$ cat src/rtl/core/rmte_pkg.sv
// shared types and constants for the rotation matrix to euler block
package rmte_pkg;

  localparam int CORDIC_STEPS = 31;
  localparam int SQRT_STEPS   = 32;

  typedef logic signed [44:0] cx_t;
  typedef logic signed [33:0] cz_t;

  localparam cz_t PI_Q28      = 34'sd843314857;
  localparam cz_t HALF_PI_Q28 = 34'sd421657429;

  localparam logic [31:0] ANG_TAB [CORDIC_STEPS] = '{
    32'h3243F6A8, 32'h1DAC6705, 32'h0FADBAFC, 32'h07F56EA6, 32'h03FEAB76, 32'h01FFD55B,
    32'h00FFFAAA, 32'h007FFF55, 32'h003FFFEA, 32'h001FFFFD, 32'h000FFFFF, 32'h0007FFFF,
    32'h0003FFFF, 32'h0001FFFF, 32'h0000FFFF, 32'h00007FFF, 32'h00003FFF, 32'h00001FFF,
    32'h00000FFF, 32'h000007FF, 32'h000003FF, 32'h000001FF, 32'h000000FF, 32'h0000007F,
    32'h0000003F, 32'h0000001F, 32'h0000000F, 32'h00000008, 32'h00000004, 32'h00000002,
    32'h00000001
  };

  typedef struct packed {
    logic signed [31:0] r00;
    logic signed [31:0] r10;
    logic signed [31:0] r11;
    logic signed [31:0] r12;
    logic signed [31:0] r20;
    logic signed [31:0] r21;
    logic signed [31:0] r22;
  } mat_t;

  typedef struct packed {
    logic [63:0] rem;
    logic [63:0] root;
    mat_t        m;
  } sq_t;

  // lane 0 roll, lane 1 pitch, lane 2 yaw
  typedef struct packed {
    logic          sing;
    logic [2:0]    zero;
    cx_t  [2:0]    x;
    cx_t  [2:0]    y;
    cz_t  [2:0]    z;
  } cord_t;

endpackage

$ cat src/rtl/core/rmte_cordic_cell.sv
// one vectoring step for all three atan2 lanes
module rmte_cordic_cell #(
  parameter int SHIFT = 0
) (
  input  logic            clk,
  input  logic            rst_n,
  input  logic            en,
  input  logic            in_valid,
  input  rmte_pkg::cord_t in_data,
  output logic            out_valid,
  output rmte_pkg::cord_t out_data
);
  localparam rmte_pkg::cz_t ANG = rmte_pkg::cz_t'(rmte_pkg::ANG_TAB[SHIFT]);

  logic            valid_r;
  rmte_pkg::cord_t data_r, data_nxt;

  always_comb begin
    data_nxt = in_data;
    for (int k = 0; k < 3; k++) begin
      if (in_data.y[k] >= 0) begin
        data_nxt.x[k] = in_data.x[k] + (in_data.y[k] >>> SHIFT);
        data_nxt.y[k] = in_data.y[k] - (in_data.x[k] >>> SHIFT);
        data_nxt.z[k] = in_data.z[k] + ANG;
      end else begin
        data_nxt.x[k] = in_data.x[k] - (in_data.y[k] >>> SHIFT);
        data_nxt.y[k] = in_data.y[k] + (in_data.x[k] >>> SHIFT);
        data_nxt.z[k] = in_data.z[k] - ANG;
      end
    end
  end

  always_ff @(posedge clk) begin
    if (!rst_n) begin
      valid_r <= 1'b0;
    end else if (en) begin
      valid_r <= in_valid;
    end
  end

  always_ff @(posedge clk) begin
    if (en) begin
      data_r <= data_nxt;
    end
  end

  assign out_valid = valid_r;
  assign out_data  = data_r;
endmodule

$ cat config.mk
export PLATFORM = sky130hd
export DESIGN_NAME = rmte_cordic_cell
export DESIGN_NICKNAME = d
export VERILOG_FILES = /design/src/rtl/core/rmte_pkg.sv /design/src/rtl/core/rmte_cordic_cell.sv
export SDC_FILE = /design/constraint.sdc
export NUM_CORES = 1
export LEC_CHECK = 0
export BUFFER_PORTS_ARGS = -buffer_cell sky130_fd_sc_hd__buf_2
export CAP_MARGIN = 20
export CORE_MARGIN = 4
export CORE_UTILIZATION = 40
export CTS_CLUSTER_DIAMETER = 50
export DETAILED_ROUTE_END_ITERATION = 7
export HOLD_SLACK_MARGIN = 0.1
export SETUP_SLACK_MARGIN = 0.05
export SKIP_LAST_GASP = 1
export SYNTH_ARGS = -nofsm -noshare
export SYNTH_HDL_FRONTEND = slang
export SYNTH_SLANG_ARGS = --single-unit
$ cat constraint.sdc
create_clock -name clk -period 4.99 [get_ports clk]
set_clock_uncertainty 0.2 [all_clocks]
set_input_delay 0.998 -clock clk [delete_from_list [all_inputs] [get_ports clk]]
set_output_delay 0.998 -clock clk [all_outputs]
set_load 0.03 [all_outputs]
After elaboration in Yosys (flattened, before gate mapping)
Index checks and enable logic that the tools add are counted.
- bits in registers: 377
- bits in latches: 0
- logic and storage cells: 39
- memory bits (writable): 0
- input bits: 380
- output and inout port bits: 377
- ROM bits: 0
- memories: 0
- shift operators: 0
- multiply operators: 0
- eq/ne operators: 0
- divide/modulo/power cells: 0
- bitwise logic cells: 0
- add/sub/neg operators: 15
- multiplexer cells: 9
- reduce and logical (&&, ||, !) cells: 0
- order comparisons: 3
- operators by type and width (kind ; count):
    $mux 45 ; 6
    $sub 45x45->45 ; 6
    $add 45x45->45 ; 3
    $ge 45x1->1 const B ; 3
    $add 34x31->34 const B ; 3
    $mux 34 ; 3
    $sub 34x31->34 const B ; 3

Logic depth before layout (Yosys ltp)
- depth after elaboration: 2
- gate-level depth with buffers: 17
- mapped depth without buffers: 14

Worst setup path before layout
Ideal clock, no wire load.
- path kind: in2reg
- start point: input in_data[191] in the netlist's numbering
- end point: register data_r (netlist bit out_data[67]) (data pin)
- buffers on the path: 4
- slack: -372 ps
- stages on the path: 17
- data arrival time: 4903 ps
- library setup time: 259 ps
- cell sequence: clkbuf_1 > inv_1 > clkbuf_1 > clkbuf_1 > buf_1 > ha_1 > nor2b_1 > o31a_1 > or3_1 > a21oi_1 > a211o_1 > a31oi_1 > o2111ai_1 > a21boi_1 > a311o_1 > a21oi_1 > xnor2_1
- RTL lines (item ; RTL line ; RTL):
    start, declared ; rmte_cordic_cell.sv:9 ; input rmte_pkg::cord_t in_data,
    end signal, assigned ; rmte_cordic_cell.sv:43 ; data_r <= data_nxt;
    end, declared ; rmte_cordic_cell.sv:16 ; rmte_pkg::cord_t data_r, data_nxt;

==> metrics.md <==
| Metric | Value |
|---|---|
| GRT Util Overall | `29.23%` |
| Syn Inst Count | `4,494` |
| CP Max Fanout | `4` |
| Synth Net Count | `5,369` |
| P_sw | `6.047 mW` |
| Post-route DRC | `0` |
| Worst Hold Class | `flop to flop` |
| Design Area, Final | `46,700 um2` |
| Root Buffer | `clkbuf_16` |
| Clk Latency, worst-skew pair | `0.62 ns` |
| Global-route wire length before repair | `225,300 um` |
| CP Capture Type | `flop` |
| Starting density of the core | `40.27%` |
| Layout net count | `6,199` |
| Post-route ant nets | `0` |
| Vias in the first global route | `36,386` |
| Register clock-pin slew on the reported worst setup and hold paths | `0.05 ns` |
| Die area | `100,700 um2` |
| Final setup viols | `0` |
| Layout cells sized above 1 | `20.79%` |
| Simple-gate share of the synthesized area | `12.24%` |
| # placed instances | `6,520` |
| Largest family of logic cells by synthesized area | `compound AO/OA/AOI/OAI gates` |
| Worst setup SP type | `primary input` |
| Synth Area in Adders | `16.42%` |
| Final Cycle Share | `92.84%` |
| Cts repair resizes | `0` |
| Worst hold slack | `0.3104 ns` |
| Syn Area/Cell | `8.514 um2` |
| Max Slew Vio Count | `0` |
| Sequential power share | `29.0%` |
| Die Y | `317.3 um` |
| Synth Flop Type | `edfxtp_1` |
| Static leakage | `21.12 nW` |
| Number of CTS-inserted buffers | `67` |
| Min Clock Period, post-route | `4.633 ns` |
| Setup TNS Final | `0 ns` |
| WL/cell | `23.25 um` |
| Status | `finished clean` |
| Htree depth | `3` |
| CTS tree | `done` |
| Chip width | `317.3 um` |
| Max_slew headroom | `32.14%` |
| Via count | `38,134` |
| Setup crit start | `in_data[193]` |
| Routed WL | `155,200 um` |
| Overflow after GRT | `0` |
| Netlist Area Pre-Place | `38,260 um2` |
| Maximum clock rate | `215.9 MHz` |
| Largest net degree at the start of global routing | `97` |
| Fin util | `49.15%` |
| Final Hold Viols | `0` |
| Hpwl dp | `126,800 um` |
| Fill count | `9,415` |
| CTS Buffer Depth | `3` |
| Comb power frac | `39.6%` |
| 1st-iter DRT viols | `3,620` |
| Peak VDD IR | `0.2584 mV` |
| Synth Area in Compound Gates | `25.90%` |
| CP Class | `primary input to flop` |
| Required time of the worst setup path | `5.15 ns` |
| Pwr Total | `15.20 mW` |
| Power density over the cells | `325.5 nW/um2` |
| Switching Share | `39.79%` |
| Postcts setup bufs | `0` |
| HP Start | `out_valid$_SDFFE_PN0P_` |
| Synth Area in XOR/XNOR | `7.760%` |
| CTS hold repair buffers | `0` |
| Finished Layout Cells | `6,676` |
| CTS Sinks | `374` |
| Initial antenna violation count | `54` |
| Fin worst setup slack | `0.3573 ns` |
| Area of placed instances | `44,320 um2` |
| Synth unique cells | `93` |
| Layout area overhead | `22.05%` |
| Core Footprint | `95,010 um2` |
| Most frequent cells in the layout | `buf_2, a21oi_1, ha_1` |
| Drt via density | `5.712` |
| Mux contribution to synthesized area | `1.913%` |
| Drt first pass iters | `6` |
| Number of I/O pins | `757` |
| YS warnings | `0` |
| Pre-CTS WS | `-0.1573 ns` |
| EDFF count, synth | `373` |
| Routability cong. | `0.9931` |
| Post-synthesis async set-or-reset flop share | `0%` |
| Unrepaired setup endpoints after global routing | `false` |
| PortBufs | `756` |
| Max-Cap Viols | `0` |
| Synth Register Bits | `374` |
| # rows | `113` |
| Reg2Reg Launch Point | `out_valid$_SDFFE_PN0P_` |
| Pint | `9.152 mW` |
| Worst Path Arrival | `4.79 ns` |
| Most common cell after layout, fill and taps aside | `buf_2` |
| Clock power share | `31.4%` |
| Sequential-to-total area share from yosys stat | `29.33%` |
| Worst slew pin tran | `1.018 ns` |
[power by group through the flow]
stage	clock, mW	combinational (mW)	sequential [mW]
after CTS	4.89	5.96	4.41
after global routing	5.03	6.44	4.44
after detailed placement	0	5.93	4.46
final	4.78	6.02	4.41
after floorplan	0	2.76	5.45
after global placement	0	5.94	4.46
[registers in the layout, indices dropped and copies added, names as in the netlist]
signal     count
out_data     373
out_valid      1
[cell families after synthesis]
kind of cell,after synthesis
compound gates,1572
xor+xnor,339
fa+ha+maj,495
buf+inv,638
flops,374
mux,73
simple gates,1003
[area by class of cell]
type	instances	area, um2	area share (%)
inverters	462	1737	3.719
multi-input cells	3482	24580	52.63
clock buffers	72	1738	3.722
repair buffers	937	5197	11.13
diodes	33	82.58	0.1768
flip-flops and latches	374	11220	24.03
well taps	1265	1583	3.389
clock inverters	51	560.5	1.200
[synth_stat cells, drive strengths merged (13+ instances only)]
master | number | area [um2]
a21oi | 612 | 3074
ha | 483 | 6043
inv | 445 | 1670
edfxtp | 373 | 11200
nor2 | 358 | 1344
o21ai | 319 | 1597
xnor2 | 287 | 2514
nand2 | 231 | 867.1
o21bai | 118 | 885.9
a21o | 109 | 818.3
clkbuf | 108 | 405.4
nor3 | 86 | 435.4
mux2i | 72 | 720.7
buf | 68 | 321.5
nand3 | 62 | 310.3
nand4 | 59 | 369.1
a211oi | 54 | 425.4
xor2 | 52 | 455.4
nor2b | 45 | 281.5
o21a | 44 | 330.3
nand2b | 43 | 269.0
o31ai | 37 | 292.8
nor4 | 34 | 219.0
o211ai | 30 | 239.0
a31oi | 26 | 162.7
a221oi | 23 | 214.0
a211o | 18 | 157.7
a21boi | 17 | 127.6
clkinv | 17 | 63.81
or3 | 17 | 111.4
and2 | 16 | 100.1
a2111oi | 15 | 145.1
o41ai | 14 | 186.4
and3 | 13 | 81.33
o31a | 13 | 115.1
[per-layer routing]
layer	track usage (%)	routed length, um	part of all wire [%]
met2	47.07	70070	45
met4	11.99	6076	3.9
met5	0	185	0.12
met1	37.80	64680	42
met3	6.849	14220	9.2
[worst max-delay path, stage by stage]
cell      delay, ns
buf_2          0.13
inv_1          0.06
buf_4          0.14
fa_1           0.50
inv_1          0.11
nand2b_1       0.07
a31oi_1        0.40
o2111a_1       0.42
nor4b_1        0.10
a221oi_1       0.52
a211oi_1       0.20
o21ai_0        0.31
buf_4          0.20
nand4_1        0.12
a221oi_1       0.38
xor2_1         0.13
[worst paths after layout]
| kind | to | slack [ns] | cells past startpoint |
|---|---|---|---|
| setup reg to reg | out_valid$_SDFFE_PN0P_ | 4.20 | 2 |
| hold / removal | out_valid$_SDFFE_PN0P_ | 0.31 | 2 |
| setup / recovery | out_data[234]$_DFFE_PP_ | 0.36 | 16 |
| hold reg to reg | out_valid$_SDFFE_PN0P_ | 0.31 | 2 |
Note: power is estimated with default switching activity, not from simulation.
