**src/rtl/core/rmte_pkg.sv**
```systemverilog
// shared types and constants for the rotation matrix to euler block
package rmte_pkg;

  localparam int CORDIC_STEPS = 31;
  localparam int SQRT_STEPS   = 32;

  typedef logic signed [44:0] cx_t;
  typedef logic signed [33:0] cz_t;

  localparam cz_t PI_Q28      = 34'sd843314857;
  localparam cz_t HALF_PI_Q28 = 34'sd421657429;

  localparam logic [31:0] ANG_TAB [CORDIC_STEPS] = '{
    32'h3243F6A8, 32'h1DAC6705, 32'h0FADBAFC, 32'h07F56EA6, 32'h03FEAB76, 32'h01FFD55B,
    32'h00FFFAAA, 32'h007FFF55, 32'h003FFFEA, 32'h001FFFFD, 32'h000FFFFF, 32'h0007FFFF,
    32'h0003FFFF, 32'h0001FFFF, 32'h0000FFFF, 32'h00007FFF, 32'h00003FFF, 32'h00001FFF,
    32'h00000FFF, 32'h000007FF, 32'h000003FF, 32'h000001FF, 32'h000000FF, 32'h0000007F,
    32'h0000003F, 32'h0000001F, 32'h0000000F, 32'h00000008, 32'h00000004, 32'h00000002,
    32'h00000001
  };

  typedef struct packed {
    logic signed [31:0] r00;
    logic signed [31:0] r10;
    logic signed [31:0] r11;
    logic signed [31:0] r12;
    logic signed [31:0] r20;
    logic signed [31:0] r21;
    logic signed [31:0] r22;
  } mat_t;

  typedef struct packed {
    logic [63:0] rem;
    logic [63:0] root;
    mat_t        m;
  } sq_t;

  // lane 0 roll, lane 1 pitch, lane 2 yaw
  typedef struct packed {
    logic          sing;
    logic [2:0]    zero;
    cx_t  [2:0]    x;
    cx_t  [2:0]    y;
    cz_t  [2:0]    z;
  } cord_t;

endpackage

```
**src/rtl/core/rmte_sqrt_cell.sv**
```systemverilog
// one digit step of the restoring square root
module rmte_sqrt_cell #(
  parameter int STEP = 0
) (
  input  logic         clk,
  input  logic         rst_n,
  input  logic         en,
  input  logic         in_valid,
  input  rmte_pkg::sq_t in_data,
  output logic         out_valid,
  output rmte_pkg::sq_t out_data
);
  localparam logic [63:0] BIT = 64'd1 << (62 - 2 * STEP);

  logic          valid_r;
  rmte_pkg::sq_t data_r, data_nxt;
  logic [63:0]   trial;

  always_comb begin
    trial    = in_data.root + BIT;
    data_nxt = in_data;
    if (in_data.rem >= trial) begin
      data_nxt.rem  = in_data.rem - trial;
      data_nxt.root = (in_data.root >> 1) + BIT;
    end else begin
      data_nxt.root = in_data.root >> 1;
    end
  end

  always_ff @(posedge clk) begin
    if (!rst_n) begin
      valid_r <= 1'b0;
    end else if (en) begin
      valid_r <= in_valid;
    end
  end

  always_ff @(posedge clk) begin
    if (en) begin
      data_r <= data_nxt;
    end
  end

  assign out_valid = valid_r;
  assign out_data  = data_r;
endmodule

```
**config.mk**
```make
export PLATFORM = sky130hd
export DESIGN_NAME = rmte_sqrt_cell
export DESIGN_NICKNAME = d
export VERILOG_FILES = /design/src/rtl/core/rmte_pkg.sv /design/src/rtl/core/rmte_sqrt_cell.sv
export SDC_FILE = /design/constraint.sdc
export NUM_CORES = 1
export LEC_CHECK = 0
export ABC_AREA = 1
export BUFFER_PORTS_ARGS = -buffer_cell sky130_fd_sc_hd__buf_2
export CAP_MARGIN = 20
export CORE_AREA = 2 2 279 281
export DETAILED_ROUTE_END_ITERATION = 10
export DIE_AREA = 0 0 281 283
export SLEW_MARGIN = 20
export SYNTH_ARGS = -nofsm -noshare
export SYNTH_HDL_FRONTEND = slang
export SYNTH_SLANG_ARGS = --single-unit
```
**constraint.sdc**
```tcl
create_clock -name clk -period 5.4 [get_ports clk]
set_input_delay 0 -clock clk [delete_from_list [all_inputs] [get_ports clk]]
set_output_delay 0 -clock clk [all_outputs]
set_load 0.01 [all_outputs]
```
Word-level counts from Yosys, hierarchy flattened
Index checks and enable logic that the tools add are counted.

storage, ports and cells
  register bits after elaboration = 353
  word-level logic and storage cells = 17
  input port bits = 356

cells by class
  multiplexer cells = 2
  magnitude comparators = 1
  add/subtract/negate cells = 3

operators by type and width
  cell                                                              number
  63-bit by 63-bit adder with 64-bit output, second input constant  1
  64-bit by 63-bit adder with 64-bit output, second input constant  1
  64-bit >= comparator                                              1
  64-bit 2-to-1 mux                                                 1
  64-bit subtractor                                                 1
  63-bit 2-to-1 mux                                                 1

Depth between registers and ports, before layout
  word-level depth = 3
  gate-level depth with buffers = 18

Least setup slack after synthesis
No wires, ideal clock.

  path kind = input-to-reg
  start point = input port in_data[288] (netlist bit)
  end point = register data_r, in the netlist out_data[302] (data pin)
  slack = 3.460 ns
  arrival time = 1.688 ns
  setup time = 0.252 ns
  stages on the path = 18
  buffers on the path = 1
  cells stage by stage = inv_1 -> ha_1 -> fa_1 -> inv_1 -> nand3_1 -> nand2_2 -> nand2_2 -> nand2_4 -> nand2_2 -> nand2_2 -> nand2_2 -> nand3_2 -> nand2_4 -> nand2_8 -> inv_4 -> buf_2 -> nand2_1 -> nand2_1

RTL lines
  element               line                  source
  start, declared       rmte_sqrt_cell.sv:9   input rmte_pkg::sq_t in_data,
  end signal, assigned  rmte_sqrt_cell.sv:40  data_r <= data_nxt;
  end, declared         rmte_sqrt_cell.sv:16  rmte_pkg::sq_t data_r, data_nxt;

==> flow_metrics.env <==
export IMPL_critPathArrivalTime_ns=3.43
export IMPL_nFillCells=7952
export IMPL_synth_seq_cells=353
export IMPL_clock_sinks=353
export IMPL_post_synth_inst_count=1942
export IMPL_cts_max_path_buffers=3
export IMPL_p_leak_nw=13.7
export IMPL_layout_drive_gt1_share=0.267
export IMPL_critical_path_peak_fanout=68
export IMPL_die_area_um2=79500
export IMPL_crit_buf_inv=6
export IMPL_postSynth_asyncResetShare=0
export IMPL_holdBufCountCts=354
export IMPL_final_period_minus_worst_setup_slack_ns=2.97
export IMPL_core_region_area_um2=76700
export IMPL_finalMaxSlewViolations=0
export IMPL_chipHeight_um=283
export IMPL_yosys_cell_types_count=34
export IMPL_grt_pass1_wl_mm=129
export IMPL_cpMostUsedCell="sky130_fd_sc_hd__nand2_1"
export IMPL_fp_dieW_um=281
export IMPL_global_route_usage_total=0.231
export IMPL_post_cts_setup_buffers=0
export IMPL_root_buffer="sky130_fd_sc_hd__clkbuf_16"
export IMPL_syn_avg_cell_area_um2=9.17
export IMPL_synthesis_area_um2=17800
export IMPL_switching_share=0.306
export IMPL_power_clock_fraction=0.364
export IMPL_worst_slew_margin_rel=0.390
export IMPL_slowest_delay_ns=0.67
export IMPL_worst_hold_slack_ns=0.106
export IMPL_post_drt_via_cell_ratio=4.11
export IMPL_dp_final_hpwl_mm=77.2
export IMPL_seq_area_frac_synth=0.595
export IMPL_min_path_cells=5
export IMPL_worst_r2r_cell_count=3
export IMPL_grt_antenna_before_repair=22
export IMPL_hold_violations=0
export IMPL_cts_inserted_buffers=45
export IMPL_placement_rows=102
export IMPL_timing_fmax_mhz=337
export IMPL_crit_path_top_delay_cell="sky130_fd_sc_hd__inv_4"
export IMPL_critical_path_cell_chain="dlygate4sd3_1 > buf_2 > inv_1 > ha_1 > nand2_2 > inv_1 > nand2_1 > nand2_1 > inv_1 > nand2_1 > a21oi_1 > nand3_2 > nand2_4 > nand2_8 > inv_4 > nand2_1 > nand2_1"
export IMPL_cp_num_cells=17
export IMPL_num_io_pins=709
export IMPL_via_count=17000
export IMPL_deepest_level_of_the_cts_h_tree=2
export IMPL_hold_path_class="primary input to register"
export IMPL_setup_viol=0
export IMPL_critPathCaptureType="register"
export IMPL_synth_enable_flop_cells=352
export IMPL_syn2layout_area_growth_pct=54.9
export IMPL_synth_area_top_cells="sky130_fd_sc_hd__edfxtp_1, sky130_fd_sc_hd__nand2_1, sky130_fd_sc_hd__inv_1"
export IMPL_grt_start_max_net_pins=142
export IMPL_setup_total_negative_slack_ns=0
export IMPL_globalplace_congestion=0.930
export IMPL_rsz_0062_raised_after_global_routing="no"
export IMPL_seqPwrFrac=0.413
export IMPL_nets=3461
export IMPL_ff2ff_setup_slack_ns=4.18
export IMPL_worst_skew_pair_late_latency_ns=0.57
export IMPL_outcome="completed"
export IMPL_clk_pin_slew_worst_paths_ns=0.06
export IMPL_drt_iter0_drc=994
export IMPL_cell_internal_pwr_mw=5.72
export IMPL_drt_pass1_iter_count=5
export IMPL_gr_total_overflow=0
export IMPL_synth_net_count=2363
export IMPL_worst_path_dominant_cell_family="buffers and inverters"
export IMPL_route_detailed_wl_per_inst_um=22.9
export IMPL_synth_area_leader_cell="sky130_fd_sc_hd__edfxtp_1"
export IMPL_maxCapViolations=0
export IMPL_postSynth_topFlopCell="sky130_fd_sc_hd__edfxtp_1"
export IMPL_critPathLaunchType="primary input"
export IMPL_drc_errors=0
export IMPL_ant_nets=0
export IMPL_wl_mm=94.4
export IMPL_final_setup_skew_ns=0
export IMPL_comb_power_share=0.223
export IMPL_irDropWorstVdd_uv=216
export IMPL_p_switching_mw=2.52
export IMPL_cts_repair_resized=0
export IMPL_crit_path_class="primary input to register"
export IMPL_vias_in_the_first_global_route=17300
export IMPL_min_period_over_period=0.550
export IMPL_synth_top_cell_area_share=0.594
export IMPL_place_port_buffers=708
export IMPL_start_util=0.232
export IMPL_worst_slew_pin_transition_ns=0.915
export IMPL_synth_warnings=0
export IMPL_critPathRequiredTime_ns=5.86
export IMPL_cellPowerDensity_nw_per_um2=299
export IMPL_cts_tree="yes"
final timing paths:
check	from	to
max	in_data[255]	out_data[342]
min	in_data[224]	out_data[288]
max reg2reg	out_valid	out_valid
min reg2reg	out_valid	out_valid
metal layers:
layer / track usage / part of all wire
met4: 0.0900 / 0.045
met3: 0.0616 / 0.070
met5: 0 / 0.0016
met1: 0.262 / 0.39
met2: 0.408 / 0.49
cell usage after synthesis, drive strengths merged, types with 2 or more instances:
cell	count
nor2	119
a21oi	44
edfxtp	352
nand2	771
o21ai	9
xor2	30
nor4	3
and2	2
xnor2	2
nand3	91
ha	64
nor3	10
nand4	20
inv	408
buf	13
per-stage QoR:
| step | utilization | power [mW] | instance area, µm² | std cells | setup slack, ns |
|---|---|---|---|---|---|
| global route | 0.359 | 8.61 | 27600 | 4119 | 2.06 |
| CTS | 0.359 | 8.36 | 27600 | 4115 | 2.43 |
| finish | 0.360 | 8.24 | 27600 | 4126 | 2.43 |
| global placement | 0.294 | 5.07 | 22600 | 3679 | 2.40 |
| detailed placement | 0.294 | 5.08 | 22600 | 3679 | 2.35 |
| floorplan | - | 4.23 | 17800 | 1942 | 3.46 |
sequential cells by signal, summed over array words and instances, names as in the netlist:
signal     count
out_valid      1
out_data     352
cell type report:
type	instances	area (µm²)	area share
diodes	11	27.5	0.000998
clock buffers	59	1200	0.0435
clock inverters	23	226	0.00821
inverters	409	1540	0.0558
multi-input cells	1167	5560	0.202
flip-flops and latches	353	10600	0.384
well taps	1040	1300	0.0472
repair buffers	1064	7140	0.259
power by group through the flow:
stage,combinational [mW],clock (mW),sequential [mW]
2_1_floorplan,0.644,0,3.59
3_3_place_gp,1.62,0,3.45
3_5_place_dp,1.63,0,3.46
4_1_cts,1.87,3.09,3.40
5_1_grt,2.01,3.18,3.43
6_report,1.84,3.00,3.41
cell families after synthesis:
group,synth area share
simple gates,0.235
xor+xnor,0.0157
compound gates,0.0153
flops,0.595
buf+inv,0.0931
fa+ha+maj,0.0461
worst reg2reg max path, cell delays in order, from the launching register on:
cell	delay, ns
sky130_fd_sc_hd__dfxtp_1	0.31
sky130_fd_sc_hd__o21ai_0	0.15
sky130_fd_sc_hd__a21oi_1	0.06
sky130_fd_sc_hd__dlygate4sd3_1	0.59
cell usage in the layout (no fill, tap or decap), types with 2 or more instances in the layout:
master and instances:
sky130_fd_sc_hd__nand2_1 756, sky130_fd_sc_hd__buf_2 707, sky130_fd_sc_hd__inv_1 397, sky130_fd_sc_hd__dlygate4sd3_1 354, sky130_fd_sc_hd__edfxtp_1 352, sky130_fd_sc_hd__nor2_1 108, sky130_fd_sc_hd__nand3_1 80, sky130_fd_sc_hd__ha_1 64
sky130_fd_sc_hd__clkbuf_16 45, sky130_fd_sc_hd__a21oi_1 42, sky130_fd_sc_hd__xor2_1 30, sky130_fd_sc_hd__nand4_1 20, sky130_fd_sc_hd__clkinv_1 13, sky130_fd_sc_hd__nand2_2 12, sky130_fd_sc_hd__clkbuf_1 12, sky130_fd_sc_hd__diode_2 11
sky130_fd_sc_hd__nand3_2 11, sky130_fd_sc_hd__inv_2 10, sky130_fd_sc_hd__nor2_2 10, sky130_fd_sc_hd__o21ai_0 8, sky130_fd_sc_hd__nor3_1 7, sky130_fd_sc_hd__nor4_1 3, sky130_fd_sc_hd__clkinv_2 3, sky130_fd_sc_hd__bufinv_16 3
sky130_fd_sc_hd__xnor2_1 2, sky130_fd_sc_hd__a21oi_2 2, sky130_fd_sc_hd__nand2_4 2, sky130_fd_sc_hd__nor3_4 2, sky130_fd_sc_hd__and2_1 2, sky130_fd_sc_hd__inv_6 2, sky130_fd_sc_hd__clkbuf_8 2, sky130_fd_sc_hd__buf_12 2
Note: power is estimated with default switching activity, not from simulation.
